===== src/design/jsf_pkg.sv =====
package jsf_pkg;

  // Nesting depth counter width, default
  localparam int DepthBitsDef = 8;

  // Reset value of the segment length limit
  localparam logic [15:0] LengthLimitRst = 16'd4095;
  localparam logic [15:0] CountMax       = 16'hFFFF;

  // Bracket and string delimiters
  localparam logic [7:0] ChOpenCurly   = 8'h7B;
  localparam logic [7:0] ChOpenSquare  = 8'h5B;
  localparam logic [7:0] ChCloseCurly  = 8'h7D;
  localparam logic [7:0] ChCloseSquare = 8'h5D;
  localparam logic [7:0] ChQuote       = 8'h22;
  localparam logic [7:0] ChBackslash   = 8'h5C;

  // Queue between parser and framer
  localparam int QueueDepth = 2;
  localparam int QueuePtrW  = 1;
  localparam int QueueCntW  = 2;

  // One classified word handed from the parser to the framer
  typedef struct packed {
    logic [7:0] data;
    logic       is_start;
    logic       is_end;
  } item_t;

endpackage


===== src/design/json_segment_framer_unit.sv =====
// JSON segment framer.
// Input channel (in_valid/in_ready/in_data_byte): one byte of a JSON text stream
// per word. Result channel (out_valid/out_ready/out_*): one tagged word per input
// word, same order: the byte itself, start/end marks of a top-level object or
// array, keep (byte belongs to the stored segment), overflow flag and the kept
// byte count. Config channel (cfg_valid/cfg_ready/cfg_length_limit): writes the
// segment length limit; always ready, write only while the block is idle.
// Path: the parser is combinational and writes each accepted word into the queue;
// the framer pops it into the result register once that register is empty or its
// word is taken.
// Throughput: one word per cycle while out_ready stays high, set by the parse
// state update in the front and the count/lock update in the back.
// Reset (synchronous, rst_n low): parse state, count and lock cleared, limit set
// to 4095, queue and output register emptied.
// Receiver stall: the output register holds its word, the two-entry queue takes
// up to two more words, then in_ready drops until the receiver resumes.
module json_segment_framer_unit #(
  parameter int DEPTH_BITS = jsf_pkg::DepthBitsDef
) (
  input  logic        clk,
  input  logic        rst_n,
  input  logic        in_valid,
  output logic        in_ready,
  input  logic [7:0]  in_data_byte,
  input  logic        cfg_valid,
  output logic        cfg_ready,
  input  logic [15:0] cfg_length_limit,
  output logic        out_valid,
  input  logic        out_ready,
  output logic [7:0]  out_byte_out,
  output logic        out_is_start,
  output logic        out_is_end,
  output logic        out_keep,
  output logic        out_overflowed,
  output logic [15:0] out_segment_length
);

  jsf_pkg::item_t push_item, pop_item;
  logic           push, pop, q_full, q_empty;

  // front: classify each byte against the bracket and string state
  jsf_parser #(.DEPTH_BITS(DEPTH_BITS)) u_parser (
    .clk          (clk),
    .rst_n        (rst_n),
    .in_valid     (in_valid),
    .in_ready     (in_ready),
    .in_data_byte (in_data_byte),
    .q_full       (q_full),
    .q_push       (push),
    .q_item       (push_item)
  );

  // decouple front and back so either side can stall alone
  jsf_queue u_queue (
    .clk       (clk),
    .rst_n     (rst_n),
    .push      (push),
    .push_item (push_item),
    .full      (q_full),
    .pop       (pop),
    .empty     (q_empty),
    .pop_item  (pop_item)
  );

  // back: count kept bytes, hold the overflow lock, drive the result register
  jsf_framer u_framer (
    .clk                (clk),
    .rst_n              (rst_n),
    .cfg_valid          (cfg_valid),
    .cfg_ready          (cfg_ready),
    .cfg_length_limit   (cfg_length_limit),
    .q_empty            (q_empty),
    .q_item             (pop_item),
    .q_pop              (pop),
    .out_valid          (out_valid),
    .out_ready          (out_ready),
    .out_byte_out       (out_byte_out),
    .out_is_start       (out_is_start),
    .out_is_end         (out_is_end),
    .out_keep           (out_keep),
    .out_overflowed     (out_overflowed),
    .out_segment_length (out_segment_length)
  );

endmodule


===== src/design/jsf_parser.sv =====
module jsf_parser #(
  parameter int DEPTH_BITS = jsf_pkg::DepthBitsDef
) (
  input  logic          clk,
  input  logic          rst_n,
  input  logic          in_valid,
  output logic          in_ready,
  input  logic [7:0]    in_data_byte,
  input  logic          q_full,
  output logic          q_push,
  output jsf_pkg::item_t q_item
);

  localparam logic [DEPTH_BITS-1:0] DepthMax = {DEPTH_BITS{1'b1}};
  localparam logic [DEPTH_BITS-1:0] DepthZero = '0;
  localparam logic [DEPTH_BITS-1:0] DepthOne = {{(DEPTH_BITS-1){1'b0}}, 1'b1};

  logic [7:0]            prev_r;
  logic                  in_str_r, in_str_nxt;
  logic [DEPTH_BITS-1:0] curly_r, curly_nxt;
  logic [DEPTH_BITS-1:0] square_r, square_nxt;
  logic                  tag_start, tag_end;

  logic is_open, is_close, underflow;

  assign in_ready = !q_full;
  assign q_push   = in_valid && !q_full;

  always_comb begin
    in_str_nxt = in_str_r;
    curly_nxt  = curly_r;
    square_nxt = square_r;
    tag_start  = 1'b0;
    tag_end    = 1'b0;
    underflow  = 1'b0;
    is_open    = (in_data_byte == jsf_pkg::ChOpenCurly) ||
                 (in_data_byte == jsf_pkg::ChOpenSquare);
    is_close   = (in_data_byte == jsf_pkg::ChCloseCurly) ||
                 (in_data_byte == jsf_pkg::ChCloseSquare);

    if (in_data_byte == jsf_pkg::ChQuote && prev_r != jsf_pkg::ChBackslash) begin
      in_str_nxt = !in_str_nxt;
    end
    // back-to-back top-level segments resynchronize the parser
    if ((in_data_byte == jsf_pkg::ChOpenCurly && prev_r == jsf_pkg::ChCloseCurly) ||
        (in_data_byte == jsf_pkg::ChOpenSquare && prev_r == jsf_pkg::ChCloseSquare)) begin
      in_str_nxt = 1'b0;
      curly_nxt  = DepthZero;
      square_nxt = DepthZero;
    end

    if (!in_str_nxt) begin
      tag_start = is_open && curly_nxt == DepthZero && square_nxt == DepthZero;
      if (in_data_byte == jsf_pkg::ChOpenCurly) begin
        if (curly_nxt != DepthMax) curly_nxt = curly_nxt + DepthOne;
      end else if (in_data_byte == jsf_pkg::ChOpenSquare) begin
        if (square_nxt != DepthMax) square_nxt = square_nxt + DepthOne;
      end else if (in_data_byte == jsf_pkg::ChCloseCurly) begin
        if (curly_nxt == DepthZero) underflow = 1'b1;
        else curly_nxt = curly_nxt - DepthOne;
      end else if (in_data_byte == jsf_pkg::ChCloseSquare) begin
        if (square_nxt == DepthZero) underflow = 1'b1;
        else square_nxt = square_nxt - DepthOne;
      end

      if (underflow) begin
        // drop all parse state on a stray closer
        curly_nxt  = DepthZero;
        square_nxt = DepthZero;
        tag_start  = 1'b0;
      end else if (is_close && curly_nxt == DepthZero && square_nxt == DepthZero) begin
        tag_end = 1'b1;
      end
    end
  end

  assign q_item.data     = in_data_byte;
  assign q_item.is_start = tag_start;
  assign q_item.is_end   = tag_end;

  always_ff @(posedge clk) begin
    if (!rst_n) begin
      prev_r   <= 8'h00;
      in_str_r <= 1'b0;
      curly_r  <= DepthZero;
      square_r <= DepthZero;
    end else if (q_push) begin
      prev_r   <= in_data_byte;
      in_str_r <= in_str_nxt;
      curly_r  <= curly_nxt;
      square_r <= square_nxt;
    end
  end

`ifndef SYNTHESIS
  a_start_end_excl: assert property (@(posedge clk) disable iff (!rst_n)
    q_push |-> !(q_item.is_start && q_item.is_end))
    else $error("parser tagged a word as both start and end");
`endif

endmodule


===== src/design/jsf_queue.sv =====
module jsf_queue (
  input  logic           clk,
  input  logic           rst_n,
  input  logic           push,
  input  jsf_pkg::item_t push_item,
  output logic           full,
  input  logic           pop,
  output logic           empty,
  output jsf_pkg::item_t pop_item
);

  localparam logic [jsf_pkg::QueueCntW-1:0] CntFull = jsf_pkg::QueueCntW'(jsf_pkg::QueueDepth);
  localparam logic [jsf_pkg::QueueCntW-1:0] CntOne  = jsf_pkg::QueueCntW'(1);

  jsf_pkg::item_t                   mem_r [jsf_pkg::QueueDepth];
  logic [jsf_pkg::QueuePtrW-1:0]    wr_ptr_r, rd_ptr_r;
  logic [jsf_pkg::QueueCntW-1:0]    cnt_r, cnt_nxt;

  assign full     = (cnt_r == CntFull);
  assign empty    = (cnt_r == '0);
  assign pop_item = mem_r[rd_ptr_r];

  always_comb begin
    cnt_nxt = cnt_r;
    if (push && !pop) cnt_nxt = cnt_r + CntOne;
    else if (pop && !push) cnt_nxt = cnt_r - CntOne;
  end

  always_ff @(posedge clk) begin
    if (push) mem_r[wr_ptr_r] <= push_item;
  end

  always_ff @(posedge clk) begin
    if (!rst_n) begin
      wr_ptr_r <= '0;
      rd_ptr_r <= '0;
      cnt_r    <= '0;
    end else begin
      if (push) wr_ptr_r <= wr_ptr_r + 1'b1;
      if (pop)  rd_ptr_r <= rd_ptr_r + 1'b1;
      cnt_r <= cnt_nxt;
    end
  end

`ifndef SYNTHESIS
  a_q_no_overrun: assert property (@(posedge clk) disable iff (!rst_n)
    (full && !pop) |-> !push)
    else $error("queue written while full");
`endif

endmodule


===== src/design/jsf_framer.sv =====
module jsf_framer (
  input  logic           clk,
  input  logic           rst_n,
  input  logic           cfg_valid,
  output logic           cfg_ready,
  input  logic [15:0]    cfg_length_limit,
  input  logic           q_empty,
  input  jsf_pkg::item_t q_item,
  output logic           q_pop,
  output logic           out_valid,
  input  logic           out_ready,
  output logic [7:0]     out_byte_out,
  output logic           out_is_start,
  output logic           out_is_end,
  output logic           out_keep,
  output logic           out_overflowed,
  output logic [15:0]    out_segment_length
);

  logic [15:0] limit_r;
  logic [15:0] cnt_r, cnt_nxt, cnt_inc;
  logic        lock_r, lock_nxt;
  logic        keep_nxt;
  logic        out_valid_r;
  logic [7:0]  byte_r;
  logic        start_r, end_r, keep_r, ovf_r;
  logic [15:0] len_r;

  assign cfg_ready = 1'b1;
  assign q_pop     = !q_empty && (!out_valid_r || out_ready);
  assign cnt_inc   = (cnt_r == jsf_pkg::CountMax) ? cnt_r : cnt_r + 16'd1;

  always_comb begin
    cnt_nxt  = cnt_r;
    lock_nxt = lock_r;
    keep_nxt = 1'b0;
    if (q_item.is_start) begin
      lock_nxt = 1'b0;
      cnt_nxt  = 16'd1;
      keep_nxt = 1'b1;
    end else if (q_item.is_end) begin
      if (lock_r) begin
        cnt_nxt = 16'd0;
      end else begin
        keep_nxt = 1'b1;
        cnt_nxt  = cnt_inc;
      end
    end else if (!lock_r) begin
      keep_nxt = 1'b1;
      cnt_nxt  = cnt_inc;
      lock_nxt = (cnt_inc >= limit_r);
    end
  end

  always_ff @(posedge clk) begin
    if (!rst_n) begin
      limit_r     <= jsf_pkg::LengthLimitRst;
      cnt_r       <= 16'd0;
      lock_r      <= 1'b0;
      out_valid_r <= 1'b0;
    end else begin
      if (cfg_valid) limit_r <= cfg_length_limit;
      if (q_pop) begin
        cnt_r       <= cnt_nxt;
        lock_r      <= lock_nxt;
        out_valid_r <= 1'b1;
      end else if (out_ready) begin
        out_valid_r <= 1'b0;
      end
    end
  end

  always_ff @(posedge clk) begin
    if (q_pop) begin
      byte_r  <= q_item.data;
      start_r <= q_item.is_start;
      end_r   <= q_item.is_end;
      keep_r  <= keep_nxt;
      ovf_r   <= lock_nxt;
      len_r   <= cnt_nxt;
    end
  end

  assign out_valid          = out_valid_r;
  assign out_byte_out       = byte_r;
  assign out_is_start       = start_r;
  assign out_is_end         = end_r;
  assign out_keep           = keep_r;
  assign out_overflowed     = ovf_r;
  assign out_segment_length = len_r;

`ifndef SYNTHESIS
  a_ovf_end_empty: assert property (@(posedge clk) disable iff (!rst_n)
    (out_valid && out_is_end && out_overflowed) |-> (out_segment_length == 16'd0))
    else $error("overflowed segment end carries a nonzero length");
  a_start_fresh: assert property (@(posedge clk) disable iff (!rst_n)
    (out_valid && out_is_start) |-> (out_keep && !out_overflowed &&
                                     out_segment_length == 16'd1))
    else $error("segment start did not restart the count");
`endif

endmodule


===== config.mk =====
export PLATFORM = sky130hd
export DESIGN_NAME = json_segment_framer_unit
export DESIGN_NICKNAME = d
export VERILOG_FILES = /design/src/design/jsf_pkg.sv /design/src/design/json_segment_framer_unit.sv /design/src/design/jsf_parser.sv /design/src/design/jsf_queue.sv /design/src/design/jsf_framer.sv
export SDC_FILE = /design/constraint.sdc
export NUM_CORES = 1
export LEC_CHECK = 0
export BUFFER_PORTS_ARGS = -buffer_cell sky130_fd_sc_hd__buf_2
export CORE_ASPECT_RATIO = 1.25
export CORE_UTILIZATION = 40
export CTS_CLUSTER_DIAMETER = 200
export DETAILED_ROUTE_END_ITERATION = 12
export GPL_ROUTABILITY_DRIVEN = 0
export HOLD_SLACK_MARGIN = 0.15
export MAX_ROUTING_LAYER = met4
export PLACE_DENSITY = 0.68
export RECOVER_POWER = 100
export SYNTH_ARGS = -nofsm -noshare
export SYNTH_HDL_FRONTEND = slang
export SYNTH_SLANG_ARGS = --single-unit

===== constraint.sdc =====
create_clock -name clk -period 5.7 [get_ports clk]
set_clock_uncertainty 0.2 [all_clocks]
set_input_delay 0.57 -clock clk [delete_from_list [all_inputs] [get_ports clk]]
set_output_delay 0.57 -clock clk [all_outputs]
set_load 0.005 [all_outputs]

### Word-level counts from Yosys, hierarchy flattened

Memory sizes are Yosys's and may differ from the RTL's. A register that Yosys moved wholly into a read port is not among the register bits.
Cells that the tools add are included.

| operators by class | value |
|---|---|
| reduce and logical (&&, ||, !) cells | 28 |
| $add $sub $neg | 9 |
| multiplexer cells | 50 |
| equal/unequal tests | 12 |
| order comparisons | 1 |

Operators by type and width:

| kind | number |
|---|---|
| $mux 8 | 19 |
| $mux 16 | 5 |
| $eq 8x7->1 const B | 6 |
| $logic_not 8->1 | 4 |
| $mux 1 | 24 |
| $add 16x1->16 const B | 1 |
| $add 8x1->8 const B | 2 |
| $eq 16x16->1 const B | 1 |
| $ge 16x16->1 | 1 |
| $ne 8x8->1 const B | 2 |
| $sub 8x1->8 const B | 2 |
| $logic_and 1x1->1 | 11 |
| $eq 8x6->1 const B | 1 |
| $ne 8x7->1 const B | 1 |
| $logic_not 1->1 | 6 |
| $logic_or 1x1->1 | 4 |
| $mux 2 | 2 |
| $reduce_bool 2->1 | 2 |
| $add 1x1->1 const B | 2 |
| $add 2x1->2 const B | 1 |
| $eq 2x2->1 const B | 1 |
| $logic_not 2->1 | 1 |
| $sub 2x1->2 const B | 1 |

| word-level totals | value |
|---|---|
| input port bits | 29 |
| output and inout bits | 31 |
| memories | 1 |
| bits in writable memories | 20 |
| word-level logic and storage cells | 118 |
| register bits | 91 |

Memory list:

| memory | words | width | rd ports | clocked after Yosys merged registers in | wr ports | line | RTL |
|---|---|---|---|---|---|---|---|
| u_queue.mem_r | 2 | 10 | 1 | 1 | 1 | jsf_queue.sv:15 | `jsf_pkg::item_t mem_r [jsf_pkg::QueueDepth];` |

### Longest topological paths before layout

Gate-level depths: netlist (run 1).

| depth | value |
|---|---|
| depth after elaboration | 16 |
| depth in mapped cells | 17 |
| depth with buffers taken out | 16 |

### Cells and area by module

From an unflattened synthesis (run 1), not the netlist that was laid out.

| second synthesis, totals | value |
|---|---|
| cell total of the unflattened synthesis | 758 |
| area total of the unflattened synthesis | 6805.3 um^2 |

By module, submodules not included:

| module | instances | seq. area each (um^2) | area each (um^2) | cells an instance |
|---|---|---|---|---|
| jsf_framer | 1 | 1521.5 | 3553.4 | 397 |
| jsf_parser | 1 | 500.5 | 2314.7 | 308 |
| jsf_queue | 1 | 700.7 | 937.1 | 53 |

### Worst setup path after synthesis (run 1)

Ideal clock, no wire load.

| timing | value |
|---|---|
| path type | input-to-reg |
| start | in in_data_byte[5] |
| end | mem u_queue.mem_r[0][0] in the netlist's numbering (data pin) |
| required time | 5.319 ns |
| stages on the path | 17 |
| setup time | 0.181 ns |
| arrival | 3.819 ns |
| path slack | 1.500 ns |
| buffers on the path | 3 |
| cells stage by stage | buf_6 > xor2_1 > or4b_4 > buf_6 > or2_4 > buf_2 > nand2_1 > inv_1 > ha_1 > nand3_1 > nor2_1 > a211o_1 > o211a_1 > o31ai_1 > nand3_1 > or4_1 > nor4b_2 |

| between the ends | value |
|---|---|
| word-level cells in the longest chain between the ends | 16 |
| elaborated cells between the ends (all ways) | 49 |
| those cells by class | add/sub (4); eq/ne (7); mux (27); reduce/logical (11) |

RTL lines:

| item | line | RTL |
|---|---|---|
| start, declared | json_segment_framer_unit.sv:24 | `input logic [7:0] in_data_byte,` |
| $eq 8x7->1 (on tied branches) | -- |  |
| $logic_and 1x1->1 (on tied branches) | jsf_parser.sv:45, jsf_parser.sv:46 |  |
| $logic_or 1x1->1 | jsf_parser.sv:45 | `if ((in_data_byte == jsf_pkg::ChOpenCurly && prev_r == jsf_pkg::ChCloseCurly) \|\|` |
| $mux 8 | jsf_parser.sv:45 |  |
| $sub 8x1->8 (tied with other cells) | jsf_parser.sv:63 | `else square_nxt = square_nxt - DepthOne;` |
| $mux 8 (on tied branches) | jsf_parser.sv:62, jsf_parser.sv:59 |  |
| $mux 8 (on tied branches) | jsf_parser.sv:61, jsf_parser.sv:58 |  |
| $mux 8 (on tied branches) | jsf_parser.sv:58, jsf_parser.sv:56 |  |
| $mux 8 (on tied branches) | jsf_parser.sv:56, jsf_parser.sv:54 |  |
| $mux 8 (on tied branches) | jsf_parser.sv:54, jsf_parser.sv:52 |  |
| $mux 8 or $logic_not 8->1 (tied branches) | jsf_parser.sv:52, jsf_parser.sv:71 |  |
| $logic_not 8->1 or $logic_and 1x1->1 (tied branches) | jsf_parser.sv:71 | `end else if (is_close && curly_nxt == DepthZero && square_nxt == DepthZero) begin` |
| $logic_and 1x1->1 | jsf_parser.sv:71 |  |
| $mux 1 | jsf_parser.sv:71 |  |
| $mux 1 | jsf_parser.sv:66 | `if (underflow) begin` |
| $mux 1 * | jsf_parser.sv:52 | `if (!in_str_nxt) begin` |
| net u_parser.tag_end | jsf_parser.sv:22 | `logic tag_start, tag_end;` |
| end, declared | jsf_queue.sv:15 |  |

Mark *: on every way through the listed nets, which the timed path passes. The rest lies on a longest branch. The select of a mux whose other input is x is not followed.

### Worst setup path after layout (run 1)

Ends and elaborated chain as after synthesis.

==> flow_summary.yaml, run 1 <==
final_layout:
  multiInputGateArea_mm2: 0.00302
  nFillCells: 1451
  final_cell_mix: "nand2_1 (80), dfxtp_1 (64), nor2_1 (62), edfxtp_1 (48), a21oi_1 (40)"
  num-nets-final: 752
  area_growth_syn_to_layout_pct: 9.45
  antenna_cells: 0
  layout_commonest_cell: "nand2_1"
  drive_above_1_share_pct: 10.2
  final_cells: 887
  regArea_mm2: 0.00272
sta:
  hold_viol_final: 0
  setup-violations-final: 0
  final.setup.worst_slack_ns: 0.905
  period_needed_ns: 4.79
  tns_ns: 0
  rsz0062_at_grt: "no"
  worst_pin_slew_ns: 1.61
  maxSlewHeadroom_pct: -7.20
  drv_slew: 32
  finalCritPeriodShare_pct: 84.1
  clock.fmax_mhz: 209
  fin_hold_ws_ns: 0.228
floorplan:
  chipWidth_um: 112
  die_h_um: 140
  coreArea_mm2: 0.0150
  ios: 60
  rows: 50
  die_area_mm2: 0.0157
  initial_core_util_pct: 40.8
place:
  io_buffers: 58
  placedCellCount: 871
  dp_slack_ns: 1.21
  dp.final_hpwl_um: 9990
global_route:
  grtUsageMet3_pct: 3.38
  use_met1_pct: 21.0
  grtUsageMet2_pct: 32.2
  grt_pass1_wl_um: 22600
  overflow: 0
  grt_pass1_vias: 4612
  antenna_found_initial: 0
  grt-busiest-layer: "met2"
  grt_usage_pct: 18.5
  grt_max_degree: 32
clock_network:
  cts_buffer_depth: 2
  htreeDepth: 3
  clkTransAtPathRegs_ns: 0.08
  cts_buffers: 9
  worstSkewPairLatency_ns: 0.35
  post_cts_buffers: 0
  hold_buffers: 0
  cts_sinks: 112
  post_cts_resized: 0
  clockRootBuffer: "clkbuf_16"
  cts_tree: "built"
detailed_routing:
  wl_um: 14000
  viasPerCell: 5.63
  drc: 0
  num_vias: 4992
  detail-route-antenna-nets: 0
  drtIter0Drc: 351
  routedWlPerCell_um: 15.7
  firstDrtPassIters: 5
setup_path:
  cp.arrival_ns: 4.67
  r2r-start: "u_framer.cnt_r[4]"
  startpoint_type: "input port"
  path_class: "input port to flop"
  critical_path_required_ns: 5.58
  critPathLaunch: "in_data_byte[5]"
  cp-end-kind: "flop"
  crit_path_max_fanout: 12
yosys:
  avgSynthCellArea_um2: 9.11
  synth-seq-area-share_pct: 44.7
  synth_cell_types: 72
  syn_inst: 669
  synth_flop_cell: "dfxtp_1"
  ys_ff_latch: 112
  syn_area_mm2: 0.00609
  async_reset_ff_share_pct: 0
  syn_nets: 721
  yosysWarnings: 0
  synth_edf_count: 48
power:
  vdd_drop_max_v: 0.000194
  power_leakage_uw: 0.00266
  p_per_area_mw_per_mm2: 347
run:
  drv_cap: 1
worst_hold_path:
  hold_path_class: "input port to flop"
  min_from: "cfg_length_limit[2]"
status:
  status: "complete, but fails checks"
  violations: "capacitance limit, slew limit"
## synth_stat cells, types with 6 or more instances
| master | instances | share of area, % |
|---|---|---|
| nor3_1 | 19 | 1.6 |
| inv_1 | 37 | 2.3 |
| dfxtp_1 | 64 | 21 |
| nand3_1 | 21 | 1.7 |
| or4_1 | 6 | 0.74 |
| mux2i_1 | 12 | 2.0 |
| clkbuf_1 | 28 | 1.7 |
| edfxtp_1 | 48 | 24 |
| a21o_1 | 9 | 1.1 |
| o211ai_1 | 13 | 1.6 |
| ha_1 | 23 | 4.7 |
| mux2_2 | 12 | 2.2 |
| nand4_1 | 8 | 0.82 |
| and3_1 | 8 | 0.82 |
| nand2b_1 | 6 | 0.62 |
| xor2_1 | 11 | 1.6 |
| xnor2_1 | 13 | 1.9 |
| nor2_1 | 62 | 3.8 |
| nand2_1 | 80 | 4.9 |
| a21oi_1 | 40 | 3.3 |
| o21ai_0 | 30 | 2.5 |
| a22oi_1 | 10 | 1.2 |
## flip-flops by register name, indices dropped and copies added, names as in the netlist, 2 cells and up, named ones only
signal	cells
u_parser.curly_r	8
u_framer.limit_r	16
u_queue.mem_r	20
u_parser.prev_r	8
u_framer.out_byte_out	8
u_framer.cnt_r	16
u_queue.cnt_r	2
u_parser.square_r	8
u_framer.out_segment_length	16
## cell families after synthesis
| family | count (synthesis) | share of synthesized area [%] |
|---|---|---|
| AO/OA/AOI/OAI | 161 | 17.8 |
| XOR/XNOR | 24 | 3.45 |
| adder cells (fa/ha/maj) | 23 | 4.72 |
| buffers and inverters | 79 | 5.28 |
| flip-flops | 112 | 44.7 |
| multiplexers | 24 | 4.19 |
| other | 1 | 0.0615 |
| AND/OR/NAND/NOR | 245 | 19.8 |
## final cells by class
| type | count | share of cell area, % |
|---|---|---|
| multi-input combinational | 478 | 45.3 |
| sequential | 112 | 40.8 |
| timing repair buffer | 61 | 4.09 |
| clock buffer | 11 | 3.64 |
| tap | 182 | 3.41 |
| inverter | 38 | 2.14 |
| clock inverter | 5 | 0.600 |
## report_power, final
| part | internal [uW] | switching, uW |
|---|---|---|
| registers | 1040 | 91.6 |
| logic | 205 | 375 |
| clock network | 314 | 293 |
## critical path: stages
cell       delay, ns
clkbuf_1        0.43
xor2_1          0.13
or4b_1          0.72
o21ai_0         0.40
inv_1           0.11
ha_1            0.22
nand2_1         0.09
nor2_1          0.05
a41oi_2         0.43
nand2_1         0.16
o2111ai_1       0.16
o211ai_1        0.15
or4_1           0.54
nor4b_1         0.49
## through the flow
stage | util, % | cell area [um^2] | total power [uW]
after floorplan | - | 6090 | 1510
after global placement | 43.2 | 6450 | 1730
after detailed placement | 43.2 | 6450 | 1740
after CTS | 45.1 | 6740 | 2350
after global routing | 44.6 | 6670 | 2440
final | 44.6 | 6670 | 2320
## path summary, 6_finish.rpt
check,to,cells after the start,slack (ns)
setup / recovery,u_queue.mem_r[0][0],14,0.91
hold / removal,u_framer.limit_r[2],3,0.23
setup reg to reg,u_framer.lock_r,14,1.04
hold reg to reg,u_parser.prev_r[1],2,0.26
## per-layer routing
metal / share of wire, % / vias up / routed length (um)
met4: 2.5 / 0 / 344
met3: 4.0 / 27 / 565
met5: 0 / - / 0
met2: 50 / 132 / 7030
met1: 43 / 2357 / 6010
li1: - / 2476 / -
No activity file was read; power rests on OpenSTA's default activity.
==> inputs of run 2 (changes only) <==
Settings changed: ABC_AREA set to 1, PLACE_DENSITY 0.68 to 0.7.
Clock period 5.7 ns to 3.85 ns, I/O delays scaled along.
==> flow_summary.yaml, run 2 <==
status:
  status: "complete, but fails checks"
  violations: "capacitance limit, slew limit"
power:
  vdd_drop_max_v: 0.000376
  switchingPower_uw: 1620
  power_leakage_uw: 0.00333
  pwr-share-clk_pct: 23.7
  p_comb_share_pct: 32.7
  power_frac_seq_pct: 43.6
  finalPower_uw: 4290
  internal-power_uw: 2670
  p_per_area_mw_per_mm2: 579
  p_sw_share_pct: 37.8
clock_network:
  post_cts_buffers: 0
  post_cts_resized: 0
  htreeDepth: 3
  cts_buffer_depth: 2
  cts_buffers: 9
  cts_sinks: 112
  clockRootBuffer: "clkbuf_16"
  worstSkewPairLatency_ns: 0.35
  cts_tree: "built"
  clkTransAtPathRegs_ns: 0.08
sta:
  tns_ns: 0
  period_needed_ns: 3.53
  finalCritPeriodShare_pct: 91.8
  hold_viol_final: 0
  clock.fmax_mhz: 283
  drv_slew: 54
  rsz0062_at_grt: "no"
  worst_pin_slew_ns: 2.42
  maxSlewHeadroom_pct: -61.2
  setup-violations-final: 0
yosys:
  netlist.area_leader.share_pct: 22.6
  synthSimpleGateAreaFrac_pct: 29.9
  synth_compound_area_share_pct: 12.9
  syn_area_mm2: 0.00637
  synth_top_family_by_area: "simple AND/OR/NAND/NOR gates"
  synth_most_common_cell: "nand2_1"
  synth_cell_types: 42
  synth_edf_count: 48
  synth-xor-area-share_pct: 1.65
  synth_flop_cell: "dfxtp_1"
  yosys-mux-area-fraction_pct: 0
  ys_ff_latch: 112
  synth.top_cells.by_count: "nand2_1 (203), inv_1 (104), nor2_1 (73)"
  synth-seq-area-share_pct: 42.7
  synthAdderAreaFrac_pct: 4.52
  syn_nets: 889
  syn_inst: 837
  avgSynthCellArea_um2: 7.61
  async_reset_ff_share_pct: 0
  synth_top_area_cell: "edfxtp_1"
  synth.area.top_cells: "edfxtp_1 (23%), dfxtp_1 (20%), nand2_1 (12%)"
  yosysWarnings: 0
setup_path:
  cp.arrival_ns: 3.54
  critical_path_required_ns: 3.86
  startpoint_type: "input port"
  cp-end-kind: "flop"
  crit_path_max_fanout: 7
  path_class: "input port to flop"
  r2r_cells: 20
global_route:
  grt_pass1_wl_um: 24600
  overflow: 0
  grt_usage_pct: 19.8
  antenna_found_initial: 0
  grt_max_degree: 54
  grt_pass1_vias: 5315
floorplan:
  initial_core_util_pct: 40.9
  coreArea_mm2: 0.0156
  chipWidth_um: 115
  ios: 60
  die_h_um: 143
  rows: 51
  die_area_mm2: 0.0164
run:
  drv_cap: 1
detailed_routing:
  routedWlPerCell_um: 13.4
  wl_um: 15200
  firstDrtPassIters: 4
  detail-route-antenna-nets: 0
  drtIter0Drc: 403
  viasPerCell: 5.03
  drc: 0
  num_vias: 5702
final_layout:
  num-nets-final: 969
  final_core_util_pct: 47.6
  antenna_cells: 0
  regMostFlops: "u_queue.mem_r"
  final_cell_mix: "nand2_1 (204), inv_1 (104), nor2_1 (74), a21oi_1 (70), o21ai_0 (67)"
  drive_above_1_share_pct: 11.3
  largest_register_ffs: 20
  layout_commonest_cell: "nand2_1"
  final_area_mm2: 0.00741
  area_growth_syn_to_layout_pct: 16.2
worst_hold_path:
  hold_path_class: "input port to flop"
  whs_path_depth: 4
place:
  place_area_mm2: 0.00689
  dp.final_hpwl_um: 11300
  io_buffers: 58
run 2: cell count changes in the layout (fill, tap and decap cells not counted), sizes merged, moves of 12 or more:
cell         before  now
nand2            80  216
inv              40  114
nand3            21   73
o21ai            35   68
a21oi            40   72
dlygate4sd3       0   24
nor2             62   84
xnor2            13    0
mux2             12    0
mux2i            12    0
run 2: kinds of logic (layout without fill, tap and decap cells):
family | count (synthesis) | count (layout)
other cells | 1 | 1
xor+xnor | 12 | 12
compound gates | 153 | 153
flops | 112 | 112
fa+ha+maj | 23 | 23
buf+inv | 133 | 218
simple gates | 403 | 403
run 2: layout make-up:
type / count / area (um^2)
well taps: 212 / 265
repair buffers: 89 / 543
clock inverters: 7 / 105
clock buffers: 9 / 225
multi-input cells: 592 / 3120
flip-flops and latches: 112 / 2720
inverters: 113 / 424
fillers: 1578 / 8160
run 2: path summary, 6_finish.rpt:
path	from	end	slack, ns
max	in_data_byte[3]	u_queue.mem_r[0][0]	0.32
min	out_ready	u_framer.out_valid	0.16
max reg2reg	u_framer.cnt_r[0]	u_framer.lock_r	0.38
min reg2reg	u_queue.rd_ptr_r	u_queue.rd_ptr_r	0.26
run 2: metal layers:
metal  wire length, um  GRT usage [%]  up-vias  share of wire (%)
met5                 0              -        -                  0
met4               633           10.5        0                4.2
met3               601           2.84       49                4.0
met2              7530           34.1      171                 49
met1              6440           22.1     2559                 42
li1                  -              -     2923                  -
run 2: power by group through the flow:
stage	sequential (uW)	clock, uW	combinational (uW)
floorplan	1850	0	929
global placement	1870	0	1380
detailed placement	1880	0	1410
CTS	1860	1030	1440
global route	1910	1080	1610
finish	1870	1020	1400
run 2: worst max-delay path, cell delays in order:
cell           delay [ns]
dlygate4sd3_1        0.53
buf_2                0.16
nand2_1              0.09
inv_2                0.08
nand2_2              0.09
nor2_4               0.20
nand2_2              0.19
nand2_2              0.16
nor2_1               0.11
inv_1                0.12
ha_1                 0.15
nor3b_1              0.48
nand3_1              0.17
nand3_1              0.09
nand2_1              0.08
nor2_1               0.09
nand2_1              0.05
nor2_1               0.11
nand2_1              0.07
nor2_2               0.11
run 2: per-stage QoR:
stage	hold WS [ns]	cells	worst slack, ns
after detailed placement	0.243	1094	0.521
after CTS	0.154	1134	0.366
final	0.161	1134	0.316
after global placement	0.230	1094	0.541
after floorplan	0.226	837	0.929
after global routing	0.210	1134	0.0109
run 2: timing repair:
action                                  4_1_cts  5_1_grt
hold buffers                                 24        0
endpoints found under the setup margin        0        0
hold endpoints to repair                     33        0
